<file path="config.mk">
export PLATFORM = sky130hd
export DESIGN_NAME = gamepad_axis_deadzone_and_button_remap
export DESIGN_NICKNAME = d
export VERILOG_FILES = /design/src/rtl/core/gpad_pkg.sv /design/src/rtl/core/gamepad_axis_deadzone_and_button_remap.sv /design/src/rtl/core/gpad_axis_scale.sv
export SDC_FILE = /design/constraint.sdc
export NUM_CORES = 1
export LEC_CHECK = 0
export BUFFER_PORTS_ARGS = -buffer_cell sky130_fd_sc_hd__buf_2
export CAP_MARGIN = 15
export CELL_PAD_IN_SITES_DETAIL_PLACEMENT = 0
export CELL_PAD_IN_SITES_GLOBAL_PLACEMENT = 1
export CORE_ASPECT_RATIO = 1.25
export CORE_MARGIN = 5
export CORE_UTILIZATION = 35
export DETAILED_ROUTE_END_ITERATION = 8
export PLACE_DENSITY = 0.63
export SYNTH_ARGS = -nofsm -noshare
export SYNTH_HDL_FRONTEND = slang
export SYNTH_SLANG_ARGS = --single-unit
</file>
<file path="constraint.sdc">
create_clock -name clk -period 13.1 [get_ports clk]
set_input_delay 1.31 -clock clk [delete_from_list [all_inputs] [get_ports clk]]
set_output_delay 1.31 -clock clk [all_outputs]
set_load 0.05 [all_outputs]
</file>
<file path="src/rtl/core/gpad_pkg.sv">
`timescale 1ns / 1ps

package gpad_pkg;

	// Input item kinds carried in the mode field.
	localparam logic [1:0] MODE_AXIS = 2'd0;
	localparam logic [1:0] MODE_KEY  = 2'd1;
	localparam logic [1:0] MODE_CMD  = 2'd2;

	// Result kinds carried in the event_kind field.
	localparam logic [1:0] EV_AXIS = 2'd0;
	localparam logic [1:0] EV_KEY  = 2'd1;
	localparam logic [1:0] EV_SYNC = 2'd2;

	localparam int KIND_W  = 2;
	localparam int CODE_W  = 10;
	localparam int VALUE_W = 16;
	localparam int KVAL_W  = 2;

	// Packed result: kind, code, value, padded to whole bytes.
	localparam int OUT_FIELDS_W = KIND_W + CODE_W + VALUE_W;
	localparam int OUT_W        = ((OUT_FIELDS_W + 7) / 8) * 8;

	localparam int NUM_REGS = 8;
	localparam int REG_IDX_W = 3;
	localparam int unsigned CFG_RST_RAW = 2048;

	// The scaled magnitude never exceeds 32767, so fifteen quotient bits suffice.
	localparam int QUOT_BITS = 15;
	localparam int QCNT_W    = $clog2(QUOT_BITS);

	localparam int TABLE_SIZE = 14;

	localparam logic [CODE_W-1:0] REMAP_SRC [TABLE_SIZE] = '{
		10'h131, 10'h130, 10'h133, 10'h134, 10'h136, 10'h137, 10'h138,
		10'h139, 10'h2c5, 10'h2c0, 10'h220, 10'h221, 10'h222, 10'h223
	};

	localparam logic [CODE_W-1:0] REMAP_DST [TABLE_SIZE] = '{
		10'h130, 10'h131, 10'h134, 10'h133, 10'h136, 10'h137, 10'h138,
		10'h139, 10'h13b, 10'h13a, 10'h220, 10'h221, 10'h222, 10'h223
	};

	// Output axis codes indexed by {stick, vertical}: X, Y, RX, RY.
	localparam logic [CODE_W-1:0] AXIS_CODE [4] = '{10'd0, 10'd1, 10'd3, 10'd4};

	typedef enum logic [2:0] {
		SC_IDLE,
		SC_PREP,
		SC_NUM,
		SC_MULT,
		SC_DIV,
		SC_DONE
	} scl_state_t;

	typedef struct packed {
		logic busy;
		logic done;
	} scl_stat_t;

endpackage

</file>
<file path="src/rtl/core/gamepad_axis_deadzone_and_button_remap.sv">
`timescale 1ns / 1ps

// Stick dead zone and button remap. Each input transfer is an axis sample, a button event
// or a forwarding command. While forwarding is on, an axis sample is taken relative to its
// programmed center, clamped to the half span (zero counts as one), inverted on vertical
// axes, passed through a 15 percent dead zone and scaled to -32767..32767; it yields an
// axis event followed by a sync report that carries tlast. A button code found in the
// built-in remap table yields a key event with the mapped code, then a sync report.
// Unknown codes and anything that arrives while forwarding is off yield nothing. An axis
// sample occupies the block from its transfer until the next input can be taken: setup
// steps, a one-bit-per-cycle restoring divider (skipped inside the dead zone) that produces
// the scaled magnitude, and a step to hand the pair of results to the output register. The
// output register holds one pair of results, so a new input is taken while that pair still
// waits downstream; a finished axis result waits in the divider until the output register
// is free.
module gamepad_axis_deadzone_and_button_remap #(
	parameter int SAMPLE_BITS   = 12,
	parameter int REMAP_ENTRIES = 14
) (
	input  logic                             clk,
	input  logic                             arst_n,

	input  logic                             cfg_we,
	input  logic [gpad_pkg::REG_IDX_W-1:0]   cfg_addr,
	input  logic [SAMPLE_BITS-1:0]           cfg_wdata,

	input  logic                             s_tvalid,
	output logic                             s_tready,
	// From bit 0: mode, stick_select, axis_select, axis_value, key_code,
	// key_value, enable, zero padding.
	input  logic [((SAMPLE_BITS+17+7)/8)*8-1:0] s_tdata,

	output logic                             m_tvalid,
	input  logic                             m_tready,
	// From bit 0: event_kind, event_code, event_value, zero padding.
	output logic [gpad_pkg::OUT_W-1:0]       m_tdata,
	output logic                             m_tlast
);

	localparam int S        = SAMPLE_BITS;
	localparam int CODE_W   = gpad_pkg::CODE_W;
	localparam int VALUE_W  = gpad_pkg::VALUE_W;
	localparam int KV_LSB   = 4 + S + CODE_W;
	localparam int EN_BIT   = KV_LSB + gpad_pkg::KVAL_W;
	localparam logic [S-1:0] CFG_RST = S'(gpad_pkg::CFG_RST_RAW);

	// Unpacked input fields.
	logic [1:0]              in_mode;
	logic                    in_stick, in_vert, in_enable;
	logic [S-1:0]            in_sample;
	logic [CODE_W-1:0]       in_code;
	logic [gpad_pkg::KVAL_W-1:0] in_kval;

	assign in_mode   = s_tdata[1:0];
	assign in_stick  = s_tdata[2];
	assign in_vert   = s_tdata[3];
	assign in_sample = s_tdata[4 +: S];
	assign in_code   = s_tdata[4 + S +: CODE_W];
	assign in_kval   = s_tdata[KV_LSB +: gpad_pkg::KVAL_W];
	assign in_enable = s_tdata[EN_BIT];

	logic [S-1:0] cfg_q [gpad_pkg::NUM_REGS];
	logic         fwd_q;

	// Pending key event, waiting for the output register.
	logic              key_pend_q;
	logic [CODE_W-1:0] kp_code_q;
	logic [gpad_pkg::KVAL_W-1:0] kp_val_q;
	logic [CODE_W-1:0] ax_code_q;

	// Output register: one event and its sync report.
	logic               pair_vld_q, phase_q;
	logic [1:0]         ev_kind_q;
	logic [CODE_W-1:0]  ev_code_q;
	logic [VALUE_W-1:0] ev_val_q;

	gpad_pkg::scl_stat_t  scl_stat;
	logic [VALUE_W-1:0]   scl_value;
	logic [1:0]           sel;
	logic                 in_xfer, axis_start, key_hit, buf_free, load_key, load_axis;
	logic [CODE_W-1:0]    key_dst;

	assign sel        = {in_stick, in_vert};
	assign s_tready   = !scl_stat.busy && !key_pend_q;
	assign in_xfer    = s_tvalid && s_tready;
	assign axis_start = in_xfer && fwd_q && (in_mode == gpad_pkg::MODE_AXIS);

	// The lowest table entry that matches wins.
	always_comb begin
		key_hit = 1'b0;
		key_dst = '0;
		for (int i = gpad_pkg::TABLE_SIZE - 1; i >= 0; i--) begin
			if (i < REMAP_ENTRIES && in_code == gpad_pkg::REMAP_SRC[i]) begin
				key_hit = 1'b1;
				key_dst = gpad_pkg::REMAP_DST[i];
			end
		end
	end

	// The output register can take a new pair once the sync report leaves.
	assign buf_free  = !pair_vld_q || (phase_q && m_tready);
	assign load_key  = key_pend_q && buf_free;
	assign load_axis = scl_stat.done && buf_free;

	gpad_axis_scale #(
		.SAMPLE_BITS(SAMPLE_BITS)
	) u_scale (
		.clk      (clk),
		.arst_n   (arst_n),
		.start    (axis_start),
		.ack      (load_axis),
		.sample   (in_sample),
		.center   (cfg_q[{sel, 1'b0}]),
		.span     (cfg_q[{sel, 1'b1}]),
		.vertical (in_vert),
		.stat     (scl_stat),
		.value    (scl_value)
	);

	always_ff @(posedge clk or negedge arst_n) begin
		if (!arst_n) begin
			for (int i = 0; i < gpad_pkg::NUM_REGS; i++) begin
				cfg_q[i] <= CFG_RST;
			end
		end else if (cfg_we) begin
			cfg_q[cfg_addr] <= cfg_wdata;
		end
	end

	always_ff @(posedge clk or negedge arst_n) begin
		if (!arst_n) begin
			fwd_q      <= 1'b0;
			key_pend_q <= 1'b0;
			pair_vld_q <= 1'b0;
			phase_q    <= 1'b0;
		end else begin
			if (in_xfer && in_mode == gpad_pkg::MODE_CMD) begin
				fwd_q <= in_enable;
			end
			if (in_xfer && fwd_q && in_mode == gpad_pkg::MODE_KEY && key_hit) begin
				key_pend_q <= 1'b1;
			end else if (load_key) begin
				key_pend_q <= 1'b0;
			end
			if (load_key || load_axis) begin
				pair_vld_q <= 1'b1;
				phase_q    <= 1'b0;
			end else if (pair_vld_q && m_tready) begin
				if (phase_q) begin
					pair_vld_q <= 1'b0;
					phase_q    <= 1'b0;
				end else begin
					phase_q <= 1'b1;
				end
			end
		end
	end

	always_ff @(posedge clk) begin
		if (in_xfer) begin
			kp_code_q <= key_dst;
			kp_val_q  <= in_kval;
			ax_code_q <= gpad_pkg::AXIS_CODE[sel];
		end
		if (load_key) begin
			ev_kind_q <= gpad_pkg::EV_KEY;
			ev_code_q <= kp_code_q;
			ev_val_q  <= {{(VALUE_W - gpad_pkg::KVAL_W){1'b0}}, kp_val_q};
		end else if (load_axis) begin
			ev_kind_q <= gpad_pkg::EV_AXIS;
			ev_code_q <= ax_code_q;
			ev_val_q  <= scl_value;
		end
	end

	// The second half of each pair is the sync report with zero code and value.
	assign m_tvalid = pair_vld_q;
	assign m_tlast  = phase_q;
	always_comb begin
		if (phase_q) begin
			m_tdata = {{(gpad_pkg::OUT_W - gpad_pkg::OUT_FIELDS_W){1'b0}},
				{VALUE_W{1'b0}}, {CODE_W{1'b0}}, gpad_pkg::EV_SYNC};
		end else begin
			m_tdata = {{(gpad_pkg::OUT_W - gpad_pkg::OUT_FIELDS_W){1'b0}},
				ev_val_q, ev_code_q, ev_kind_q};
		end
	end

endmodule

</file>
<file path="src/rtl/core/gpad_axis_scale.sv">
`timescale 1ns / 1ps

module gpad_axis_scale #(
	parameter int SAMPLE_BITS = 12
) (
	input  logic                            clk,
	input  logic                            arst_n,
	input  logic                            start,
	input  logic                            ack,
	input  logic [SAMPLE_BITS-1:0]          sample,
	input  logic [SAMPLE_BITS-1:0]          center,
	input  logic [SAMPLE_BITS-1:0]          span,
	input  logic                            vertical,
	output gpad_pkg::scl_stat_t             stat,
	output logic [gpad_pkg::VALUE_W-1:0]    value
);

	localparam int S   = SAMPLE_BITS;
	localparam int QB  = gpad_pkg::QUOT_BITS;
	localparam int NW  = S + 5;
	localparam int PW  = NW + QB;

	gpad_pkg::scl_state_t state_q, state_d;

	logic [S-1:0]  samp_q, cent_q, h_q, a_q;
	logic          vert_q, neg_q, zero_q;
	logic [NW-1:0] num_q, den_q, rem_q;
	logic [QB-1:0] nlo_q, quot_q;
	logic [gpad_pkg::QCNT_W-1:0] cnt_q;

	logic [S-1:0]  diff;
	logic [NW-1:0] a_ext, h_ext, t20, t3;
	logic [PW-1:0] num_ext, prod;
	logic [NW:0]   r2, r2_sub;
	logic          r2_ge;

	always_comb begin
		diff    = (samp_q < cent_q) ? (cent_q - samp_q) : (samp_q - cent_q);
		a_ext   = {5'd0, a_q};
		h_ext   = {5'd0, h_q};
		t20     = (a_ext << 4) + (a_ext << 2);
		t3      = (h_ext << 1) + h_ext;
		num_ext = {{QB{1'b0}}, num_q};
		// Multiply by 32767 as a shift and one subtraction.
		prod    = (num_ext << QB) - num_ext;
		r2      = {rem_q, nlo_q[QB-1]};
		r2_ge   = r2 >= {1'b0, den_q};
		r2_sub  = r2 - {1'b0, den_q};
	end

	always_ff @(posedge clk or negedge arst_n) begin
		if (!arst_n) begin
			state_q <= gpad_pkg::SC_IDLE;
		end else begin
			state_q <= state_d;
		end
	end

	always_ff @(posedge clk) begin
		unique case (state_q)
			gpad_pkg::SC_IDLE: begin
				samp_q <= sample;
				cent_q <= center;
				h_q    <= (span == '0) ? S'(1) : span;
				vert_q <= vertical;
			end
			gpad_pkg::SC_PREP: begin
				neg_q <= samp_q < cent_q;
				a_q   <= (diff > h_q) ? h_q : diff;
			end
			gpad_pkg::SC_NUM: begin
				zero_q <= t20 < t3;
				num_q  <= t20 - t3;
				den_q  <= (h_ext << 4) + h_ext;
			end
			gpad_pkg::SC_MULT: begin
				// The quotient fits in fifteen bits, so the upper part of the
				// product is already below the divisor.
				rem_q  <= prod[PW-1:QB];
				nlo_q  <= prod[QB-1:0];
				quot_q <= '0;
				cnt_q  <= '0;
			end
			gpad_pkg::SC_DIV: begin
				rem_q  <= r2_ge ? r2_sub[NW-1:0] : r2[NW-1:0];
				nlo_q  <= {nlo_q[QB-2:0], 1'b0};
				quot_q <= {quot_q[QB-2:0], r2_ge};
				cnt_q  <= cnt_q + 1'b1;
			end
			gpad_pkg::SC_DONE: begin
			end
			default: begin
			end
		endcase
	end

	always_comb begin
		state_d = state_q;
		unique case (state_q)
			gpad_pkg::SC_IDLE: if (start) state_d = gpad_pkg::SC_PREP;
			gpad_pkg::SC_PREP: state_d = gpad_pkg::SC_NUM;
			gpad_pkg::SC_NUM:  state_d = gpad_pkg::SC_MULT;
			gpad_pkg::SC_MULT: state_d = zero_q ? gpad_pkg::SC_DONE : gpad_pkg::SC_DIV;
			gpad_pkg::SC_DIV: begin
				if (cnt_q == gpad_pkg::QCNT_W'(QB - 1)) state_d = gpad_pkg::SC_DONE;
			end
			gpad_pkg::SC_DONE: if (ack) state_d = gpad_pkg::SC_IDLE;
			default: state_d = gpad_pkg::SC_IDLE;
		endcase
	end

	always_comb begin
		stat.busy = state_q != gpad_pkg::SC_IDLE;
		stat.done = state_q == gpad_pkg::SC_DONE;
		// A zero result keeps the quotient at zero, so negation is harmless.
		if (neg_q ^ vert_q) begin
			value = gpad_pkg::VALUE_W'(0) - {1'b0, quot_q};
		end else begin
			value = {1'b0, quot_q};
		end
	end

endmodule

</file>
**Yosys cells after proc, flatten, opt, wreduce, memory -nomap -nowiden**

Cells that the tools add are included.

- Multipliers: 0
- Multiplexer cells: 65
- $lt $le $gt $ge: 9
- Bitwise operators: 5
- $add $sub $neg: 10
- Eq/ne operators: 25
- Reduce and logical (&&, ||, !) cells: 33
- Shift operators: 0
- Divide/modulo/power cells: 0

Operators with widths:

| cell | number |
|---|---|
| 96-bit bitwise mux | 1 |
| 12-bit 2-to-1 mux | 7 |
| 10-bit by 9-bit == test with 1-bit output, second input constant | 8 |
| 10-bit 2-to-1 mux | 8 |
| 12-bit binary-select mux with 3-bit select | 2 |
| 10-bit == test, second input constant | 6 |
| 15-bit one-hot mux with 2 select lines | 2 |
| 12-bit demux with 3-bit select | 1 |
| 17-bit one-hot mux with 2 select lines | 1 |
| 17-bit subtractor | 2 |
| 32-bit by 17-bit subtractor with 32-bit output | 1 |
| 28-bit 2-to-1 mux | 1 |
| 1-bit 2-to-1 mux | 24 |
| 12-bit subtractor | 2 |
| 3-bit 2-to-1 mux | 7 |
| 10-bit binary-select mux with 2-bit select | 1 |
| 18-bit by 17-bit greater-or-equal comparator with 1-bit output | 1 |
| 3-bit one-hot mux with 6 select lines | 1 |
| 16-bit by 12-bit adder with 17-bit output | 1 |
| 16-bit by 14-bit adder with 17-bit output | 1 |
| 17-bit < comparator | 1 |
| 17-bit 2-to-1 mux | 1 |
| 16-bit 2-to-1 mux | 1 |
| 4-bit 2-to-1 mux | 4 |
| other kinds (36) | 62 |

- Bits in writable memories: 0
- Flip-flop bits (word level): 288
- Memories kept: 0
- Logic and storage cells: 185
- Input port bits: 52
- Memory bits (read-only): 0
- Output and inout port bits: 35
- Latch bits: 0

**Longest topological paths before layout**

Gate-level depths: netlist (run 1).

- Depth after elaboration: 17
- Mapped depth: 20

**Cells and area by module**

A second synthesis (run 1) with hierarchy kept.

- Cell total of the unflattened synthesis: 1479
- Area, all modules: 16419.5 sq um

By module, submodules not included:

| module | cells an instance | area an instance (sq um) | instances |
|---|---|---|---|
| gpad_axis_scale | 1039 | 10289.9 | 1 |
| gamepad_axis_deadzone_and_button_remap | 440 | 6129.6 | 1 |

**Least setup slack after synthesis (run 1)**

OpenSTA, ideal clock, no wires.

- Kind: register -> register
- From: register u_scale.samp_q[0]
- To: register u_scale.a_q[1] (data pin)
- Path slack: 8838 ps
- Setup time: 267 ps
- Stages on the path, launching flop included: 19
- Arrival: 3995 ps
- Data required time: 12833 ps
- Cell sequence: edfxtp_1 > inv_1 > ha_1 > inv_1 > fa_1 > a21o_1 > a221o_1 > o221a_4 > inv_1 > buf_2 > mux2_2 > ha_1 > nor2b_1 > o211ai_1 > a211oi_1 > a2111oi_0 > nor2_1 > clkbuf_1 > a21oi_1

- Word-level cells in the longest chain between the ends: 4
- Elaborated cells on any way between the ends: 6

Ends and longest elaborated chain:

| what | RTL line | source |
|---|---|---|
| from (decl) | gpad_axis_scale.sv:25 | `logic [S-1:0] samp_q, cent_q, h_q, a_q;` |
| from (signal assigned) | gpad_axis_scale.sv:62 | `samp_q <= sample;` |
| 12-bit subtractor / 12-bit < comparator (equally long branches) | gpad_axis_scale.sv:38 | `diff = (samp_q < cent_q) ? (cent_q - samp_q) : (samp_q - cent_q);` |
| 12-bit 2-to-1 mux * | gpad_axis_scale.sv:38 |  |
| 12-bit greater-than comparator | gpad_axis_scale.sv:69 | `a_q <= (diff > h_q) ? h_q : diff;` |
| 12-bit 2-to-1 mux * | gpad_axis_scale.sv:69 |  |
| to (signal assigned) | gpad_axis_scale.sv:69 |  |
| to (decl) | gpad_axis_scale.sv:25 |  |

Mark *: on every way between the ends. The rest lies on a longest branch, timed or not.
A chain may end at the register's enable or synchronous reset.

**Worst setup path after layout (run 1)**

- From: register u_scale.samp_q[0]
- To: register u_scale.a_q[2] (data pin)

Same word-level chain as after synthesis.

==> results of run 1 <==
layer usage:
layer	share of wire, %	vias up	GRT usage (%)	wire (um)
met4	2.6	0	4.17	932
li1	-	5273	-	-
met3	3.0	55	1.82	1060
met1	43	5186	17.1	15200
met2	52	123	25.9	18400
met5	0	-	0	0
final cells by class:
| cell class | instances | area, um^2 | area share (%) |
|---|---|---|---|
| sequential | 274 | 7570 | 42.0 |
| inverter | 90 | 338 | 1.87 |
| multi-input combinational | 992 | 7840 | 43.4 |
| timing repair buffer | 94 | 515 | 2.86 |
| clock buffer | 46 | 905 | 5.01 |
| tap | 578 | 723 | 4.01 |
| clock inverter | 10 | 149 | 0.825 |
registers in the layout, summed over array words and instances (netlist names), 2 cells and up:
register and flops:
ax_code_q 3, cfg_q 96, ev_code_q 7, ev_val_q 16
kp_code_q 7, kp_val_q 2, u_scale.a_q 12, u_scale.cent_q 12
u_scale.cnt_q 4, u_scale.den_q 17, u_scale.h_q 12, u_scale.nlo_q 15
u_scale.num_q 16, u_scale.quot_q 15, u_scale.rem_q 17, u_scale.samp_q 12
u_scale.state_q 3
cell usage after synthesis (all sizes together), types with 39 or more instances:
| library cell | n | share of area, % |
|---|---|---|
| dfrtp | 95 | 15 |
| xnor2 | 61 | 3.3 |
| mux2 | 107 | 7.6 |
| xor2 | 48 | 2.6 |
| nor2b | 39 | 1.5 |
| ha | 102 | 8.0 |
| inv | 90 | 2.1 |
| nor2 | 104 | 2.4 |
| edfxtp | 156 | 29 |
| o21ai | 41 | 1.3 |
| nand2 | 70 | 1.6 |
| a21oi | 85 | 2.7 |
through the flow:
stage	setup WS [ps]	hold slack [ps]	instances
final	8060	447	2084
after global routing	7600	473	2084
after CTS	7990	451	2084
after detailed placement	7980	437	2028
after global placement	8020	431	2028
after floorplan	8840	419	1415
worst max-delay path: stages (launching register included):
cell,delay (ps)
edfxtp_1,390
inv_1,70
ha_1,130
inv_1,70
fa_1,390
a21o_1,200
a221o_1,370
o221a_4,280
inv_1,410
nor4_1,140
nor4b_2,260
xnor2_1,130
ha_1,300
nand4_1,180
a211oi_1,310
a2111oi_0,100
nor2_1,430
buf_4,290
mux2_2,340
kinds of logic (layout without fill, tap and decap cells):
group	after synthesis	count (layout)
fa+ha+maj	108	108
other cells	1	6
mux	144	144
compound gates	259	259
flops	274	274
buf+inv	149	240
xor+xnor	109	109
simple gates	366	366
worst paths after layout:
check / from / end / slack, ps / cells past startpoint
min: ev_kind_q[0]$_SDFFE_PP1P_ / ev_kind_q[0]$_SDFFE_PP1P_ / 450 / 1
min in group asynchronous: arst_n / cfg_q[94]$_DFFE_PN0P_ / 640 / 1
min reg2reg: ev_kind_q[0]$_SDFFE_PP1P_ / ev_kind_q[0]$_SDFFE_PP1P_ / 450 / 1
max: u_scale.samp_q[0]$_DFFE_PN_ / u_scale.a_q[2]$_DFFE_PP_ / 8060 / 18
max in group asynchronous: arst_n / cfg_q[25]$_DFFE_PN0P_ / 11110 / 2
max reg2reg: u_scale.samp_q[0]$_DFFE_PN_ / u_scale.a_q[2]$_DFFE_PP_ / 8060 / 18
==> impl_metrics.yaml, run 1 <==
routing:
  antenna_left: 0
  routed_via_density: 5.10
  drc_errors: 0
  totalWireLength_um: 35600
  drt_iter0_markers: 340
  wl_per_cell_um: 17.1
  vias: 10600
  first_pass_iters: 4
clocking:
  numCtsBuffers: 30
  hold_buffers: 0
  cts-resized-gates: 0
  cts-root-buf: "clkbuf_16"
  postCtsSetupBuffers: 0
  htree_num_levels: 1
  clkTransAtPathRegs_ps: 60
  cts.sinks: 274
  cts_tree: "built"
  clk_path_buf_depth: 3
  insertion_delay_ps: 570
timing:
  worstMarginPinSlew_ps: 1020
  finalCritPeriodShare_pct: 38.5
  max_clock_freq_mhz: 198
  drv_slew: 0
  finalSetupTns_ps: 0
  max-slew-margin-rel_pct: 32.0
  period_needed_ps: 5040
  final-setup-viol-count: 0
  finalHoldViolations: 0
  rsz0062_at_grt: "false"
  clock_skew_ps: 18.3
die:
  start_util_pct: 35.4
  die-area_um2: 50000
  placementRows: 87
  die_h_um: 249
  io_pins: 87
  die_width_um: 201
  core_um2: 45200
logic_synthesis:
  synth-simple-area-share_pct: 11.7
  syn_inst: 1410
  yosys_warnings: 0
  synth_fa_ha_area_share_pct: 8.74
  synth_xor_area_share_pct: 5.98
  netlist_area_um2: 16000
  async_flop_share_pct: 37.6
  synth-seq-cells: 274
  avgSynthCellArea_um2: 11.3
  yosysSeqAreaShare_pct: 47.4
  synth_mux_area_share_pct: 11.8
  synth-edff-count: 156
  synthFlopType: "edfxtp_1"
  synth_cell_type_count: 78
  synth_top_family_by_area: "multiplexers"
  synth_compound_area_share_pct: 10.6
layout:
  syn_to_final_growth_pct: 12.9
  layout_commonest_cell: "edfxtp_1"
  drive_gt1_share_pct: 20.2
  fin_area_um2: 18000
  finish.utilization_pct: 39.9
  fill_cells: 4324
  n_antenna_cell: 0
  final_cell_mix: "edfxtp_1, mux2_2, nor2_1, ha_1, dfrtp_1"
  nets: 1642
global_routing:
  grt_max_degree: 81
  grt_overflow: 0
  grt_pass1_wl_um: 58300
  antenna_found_initial: 0
  grt_pass1_vias: 11000
  track_usage_pct: 14.1
place:
  placed_area_um2: 17000
  gp_congestion: 0.837
  portBuffers: 77
  dp_hpwl_um: 26300
critical_path:
  setup.worst_path.class: "reg2reg"
  startpoint_type: "flop"
  cp_data_arrival_time_ps: 5350
  cp.required_ps: 13410
  worst-path-max-fanout: 15
  cp-end-kind: "flop"
run_status:
  status: "complete, no violations"
job:
  maxCapViolCount: 0
hold_path:
  hold_class: "reg2reg"
Power of run 1 is not shown: default switching activity piles up to over one toggle a cycle in this logic, so the estimate is an artifact.
==> run 2, diff against run 1 <==
--- a/config.mk
+++ b/config.mk
@@ -13,7 +13,7 @@
 export CORE_MARGIN = 5
 export CORE_UTILIZATION = 35
 export DETAILED_ROUTE_END_ITERATION = 8
-export PLACE_DENSITY = 0.63
+export PLACE_DENSITY = 0.65
 export SYNTH_ARGS = -nofsm -noshare
 export SYNTH_HDL_FRONTEND = slang
 export SYNTH_SLANG_ARGS = --single-unit
==> constraint.sdc (replaced) <==
create_clock -name clk -period 4.5 [get_ports clk]
set_input_delay 0.45 -clock clk [delete_from_list [all_inputs] [get_ports clk]]
set_output_delay 0.45 -clock clk [all_outputs]
set_load 0.05 [all_outputs]
==> impl_metrics.yaml, run 2 (synthesis gave the netlist of run 1 again) <==
job:
  maxCapViolCount: 0
clocking:
  cts_tree: "built"
  numCtsBuffers: 30
  insertion_delay_ps: 570
  htree_num_levels: 1
  clkTransAtPathRegs_ps: 60
  clk_path_buf_depth: 3
  cts.sinks: 274
  hold_buffers: 0
  cts-root-buf: "clkbuf_16"
critical_path:
  cp_data_arrival_time_ps: 4630
  startpoint_type: "flop"
  cp.required_ps: 4810
  regToRegStartpoint: "u_scale.samp_q[0]$_DFFE_PN_"
  rr_endpoint: "u_scale.a_q[10]$_DFFE_PP_"
  setup.worst_path.class: "reg2reg"
  critPathCapture: "u_scale.a_q[10]$_DFFE_PP_"
  cp-end-kind: "flop"
  cp-startpoint: "u_scale.samp_q[0]$_DFFE_PN_"
  worst-path-max-fanout: 7
  r2r_cells: 18
  r2r_setup_slack_ps: 180
layout:
  n_antenna_cell: 0
  reg_top3: "cfg_q (96), u_scale.den_q (17), u_scale.rem_q (17)"
  final_cell_mix: "edfxtp_1, nor2_1, mux2_2, ha_1, dfrtp_1"
  nets: 1657
  drive_gt1_share_pct: 21.8
  layout_commonest_cell: "edfxtp_1"
  regMostFlops: "cfg_q"
  largest_reg_flops: 96
  syn_to_final_growth_pct: 13.8
die:
  start_util_pct: 35.4
  die-area_um2: 50000
  die_width_um: 201
  core_um2: 45200
  die_h_um: 249
  io_pins: 87
  placementRows: 87
global_routing:
  track_usage_pct: 14.0
  grt_max_degree: 82
  antenna_found_initial: 0
  grt_pass1_vias: 11000
  grt_pass1_wl_um: 58500
  grt_overflow: 0
routing:
  routed_via_density: 5.09
  first_pass_iters: 5
  drt_iter0_markers: 435
  totalWireLength_um: 35400
  antenna_left: 0
  vias: 10700
  wl_per_cell_um: 16.9
  drc_errors: 0
place:
  dp_hpwl_um: 26400
  portBuffers: 77
  gp_congestion: 0.827
run_status:
  status: "complete, no violations"
timing:
  worstMarginPinSlew_ps: 1130
  drv_slew: 0
  period_needed_ps: 4320
  clock_skew_ps: 11.4
  finalHoldViolations: 0
  finalSetupTns_ps: 0
  rsz0062_at_grt: "true"
  final-setup-viol-count: 0
  finalCritPeriodShare_pct: 96.0
  max-slew-margin-rel_pct: 24.2
  max_clock_freq_mhz: 231
hold_path:
  hold_class: "in2async"
[run 2: cell types whose count changed in the layout (fill, tap and decap cells not counted), sizes merged]
cell | before | now
buf | 94 | 109
bufinv | 3 | 1
clkbuf | 46 | 42
clkinv | 5 | 9
inv | 91 | 93
[run 2: timing repair]
item | CTS | global route
buffers inserted | 0 | 9
endpoints found under the setup margin | 0 | 12
resized for setup | 0 | 16
[run 2: through the flow]
stage / setup slack [ps] / util, % / hold WS [ps] / cells / area [um^2]
after floorplan: 238 / - / 154 / 1415 / 16000
after global placement: 84.6 / 37.7 / 430 / 2034 / 17000
after detailed placement: 65.2 / 37.7 / 436 / 2034 / 17000
after CTS: 49.1 / 40.0 / 31.9 / 2090 / 18000
after global routing: -88.3 / 40.3 / 33.9 / 2099 / 18200
final: 178 / 40.3 / 51.9 / 2099 / 18200
[run 2: worst min-delay path by stage]
stage	endpoint	slack (ps)
CTS	kp_val_q[1]$_DFFE_PP_	30
floorplan	cfg_q[0]$_DFFE_PN0P_	150
global route	kp_val_q[1]$_DFFE_PP_	30
global placement	ev_kind_q[0]$_SDFFE_PP1P_	430
finish	cfg_q[42]$_DFFE_PN0P_	50
detailed placement	ev_kind_q[0]$_SDFFE_PP1P_	440
[run 2: layout make-up]
type	count	area, um^2
multi-input cells	992	7910
repair buffers	109	641
clock inverters	14	105
well taps	578	723
clock buffers	42	901
fillers	4349	27000
inverters	90	338
flip-flops and latches	274	7570
[run 2: worst max-delay path, stage by stage, from the launching register on]
cell	delay, ps
edfxtp_1	380
inv_1	70
ha_2	160
inv_2	50
fa_2	330
a21o_1	190
a221o_1	390
a31o_1	260
a21o_1	180
a211o_1	280
o31ai_2	70
xnor2_1	150
ha_1	360
nand4_1	180
a21oi_1	270
a2111oi_4	70
nor2_1	140
buf_4	170
mux2_2	340
[run 2: per-layer routing]
metal | wire length, um | up-vias | track usage, %
met5 | 0 | - | 0
met4 | 844 | 0 | 3.80
met3 | 941 | 54 | 1.81
met2 | 18300 | 129 | 25.8
met1 | 15300 | 5199 | 17.1
li1 | - | 5308 | -
Power of run 2 is left out for the same reason.
==> run 3, diff against run 2 <==
--- a/config.mk
+++ b/config.mk
@@ -11,9 +11,10 @@
 export CELL_PAD_IN_SITES_GLOBAL_PLACEMENT = 1
 export CORE_ASPECT_RATIO = 1.25
 export CORE_MARGIN = 5
-export CORE_UTILIZATION = 35
+export CORE_UTILIZATION = 45
 export DETAILED_ROUTE_END_ITERATION = 8
-export PLACE_DENSITY = 0.65
+export PLACE_DENSITY = 0.79
 export SYNTH_ARGS = -nofsm -noshare
 export SYNTH_HDL_FRONTEND = slang
 export SYNTH_SLANG_ARGS = --single-unit
+export TNS_END_PERCENT = 50
==> impl_metrics.yaml, run 3 (synthesis gave the netlist of run 1 again) <==
routing:
  routed_via_density: 5.40
  first_pass_iters: 4
  drt_iter0_markers: 485
  wl_per_cell_um: 16.9
  antenna_left: 0
  vias: 10700
  drc_errors: 0
  totalWireLength_um: 33600
critical_path:
  cp.buffers_inverters: 3
  cp_data_arrival_time_ps: 4630
  cp_top_family: "compound AO/OA/AOI/OAI gates"
  cp-end-kind: "flop"
  startpoint_type: "flop"
  crit_slowest_cell: "fa_1"
  r2r_setup_slack_ps: 170
  regToRegStartpoint: "u_scale.samp_q[0]$_DFFE_PN_"
  max_stage_delay_ps: 400
  crit_path_cell_trace: "inv_1, ha_1, inv_1, fa_1, a21o_1, a221o_1, o221a_4, mux2_4, nor4b_4, xnor2_1, ha_1, nand4_1, a21oi_1, a2111oi_2, nor2_1, buf_4, mux2_2"
  worst-path-max-fanout: 10
  setup.worst_path.class: "reg2reg"
  rr_endpoint: "u_scale.a_q[2]$_DFFE_PP_"
  cp.required_ps: 4800
  r2r_cells: 17
clocking:
  hold_buffers: 0
  clkTransAtPathRegs_ps: 60
  numCtsBuffers: 30
  cts-root-buf: "clkbuf_16"
  cts_tree: "built"
  clk_path_buf_depth: 3
  cts.sinks: 274
  insertion_delay_ps: 550
  htree_num_levels: 1
global_routing:
  antenna_found_initial: 0
  grt_pass1_wl_um: 54700
  track_usage_pct: 17.0
  grt_pass1_vias: 10700
  grt_max_degree: 82
  grt_overflow: 0
layout:
  n_antenna_cell: 0
  syn_to_final_growth_pct: 12.6
  drive_gt1_share_pct: 21.2
  fin_area_um2: 18000
  nets: 1649
  regMostFlops: "cfg_q"
  final_cell_mix: "edfxtp_1, mux2_2, nor2_1, ha_1, dfrtp_1"
  layout_commonest_cell: "edfxtp_1"
  finish.utilization_pct: 51.0
  reg_top3: "cfg_q (96), u_scale.den_q (17), u_scale.rem_q (17)"
  largest_reg_flops: 96
die:
  placementRows: 77
  io_pins: 87
  die_width_um: 179
  start_util_pct: 45.3
  die_h_um: 221
  core_um2: 35300
  die-area_um2: 39400
timing:
  finalHoldViolations: 0
  period_needed_ps: 4330
  final-setup-viol-count: 0
  clock_skew_ps: 11.9
  finalSetupTns_ps: 0
  max_clock_freq_mhz: 231
  drv_slew: 0
  worstMarginPinSlew_ps: 1100
  max-slew-margin-rel_pct: 26.7
  finalCritPeriodShare_pct: 96.2
  timing.final.ws_setup_ps: 171
hold_path:
  hold_class: "in2async"
place:
  gp_congestion: 0.846
  placed_area_um2: 16900
  dp_hpwl_um: 25100
  pre_cts_ws_ps: 80.5
  portBuffers: 77
run_status:
  status: "complete, no violations"
job:
  maxCapViolCount: 0
-- run 3: changes by cell type in the layout (fill, tap and decap cells not counted), sizes merged --
cell,before,now
clkbuf,42,32
clkinvlp,1,5
buf,109,101
clkinv,9,11
bufinv,1,5
-- run 3: metrics by stage --
stage	std cells	hold slack [ps]
floorplan	1415	154
global placement	1929	429
detailed placement	1929	437
CTS	1985	41.9
global route	1987	37.1
finish	1987	49.7
-- run 3: worst max path at each step --
stage / startpoint / end / slack [ps] / cells past startpoint
after floorplan: u_scale.samp_q[0]$_DFFE_PN_ / u_scale.a_q[1]$_DFFE_PP_ / 240 / 18
after global placement: u_scale.samp_q[0]$_DFFE_PN_ / u_scale.a_q[2]$_DFFE_PP_ / 120 / 18
after detailed placement: u_scale.samp_q[0]$_DFFE_PN_ / u_scale.a_q[2]$_DFFE_PP_ / 80 / 19
after CTS: u_scale.samp_q[0]$_DFFE_PN_ / u_scale.a_q[2]$_DFFE_PP_ / 70 / 18
after global routing: u_scale.samp_q[0]$_DFFE_PN_ / u_scale.a_q[2]$_DFFE_PP_ / -40 / 17
final: u_scale.samp_q[0]$_DFFE_PN_ / u_scale.a_q[2]$_DFFE_PP_ / 170 / 17
-- run 3: timing repair --
action                                  in CTS  in global routing
endpoints found under the setup margin       0                  5
setup buffers                                0                  2
resized for setup                            0                  8
-- run 3: cell type report --
class / instances / area [um^2]
fill: 3218 / 17300
sequential: 274 / 7570
timing repair buffer: 101 / 581
clock buffer: 32 / 779
multi-input combinational: 992 / 7860
inverter: 90 / 338
clock inverter: 24 / 274
tap: 474 / 593
-- run 3: layer usage --
metal,routed length (um),track usage (%),up-vias
li1,-,-,5317
met1,14200,21.4,5173
met2,17400,30.6,166
met3,1030,2.07,66
met4,1040,5.32,0
met5,0,0,-
Power of run 3 is left out for the same reason.
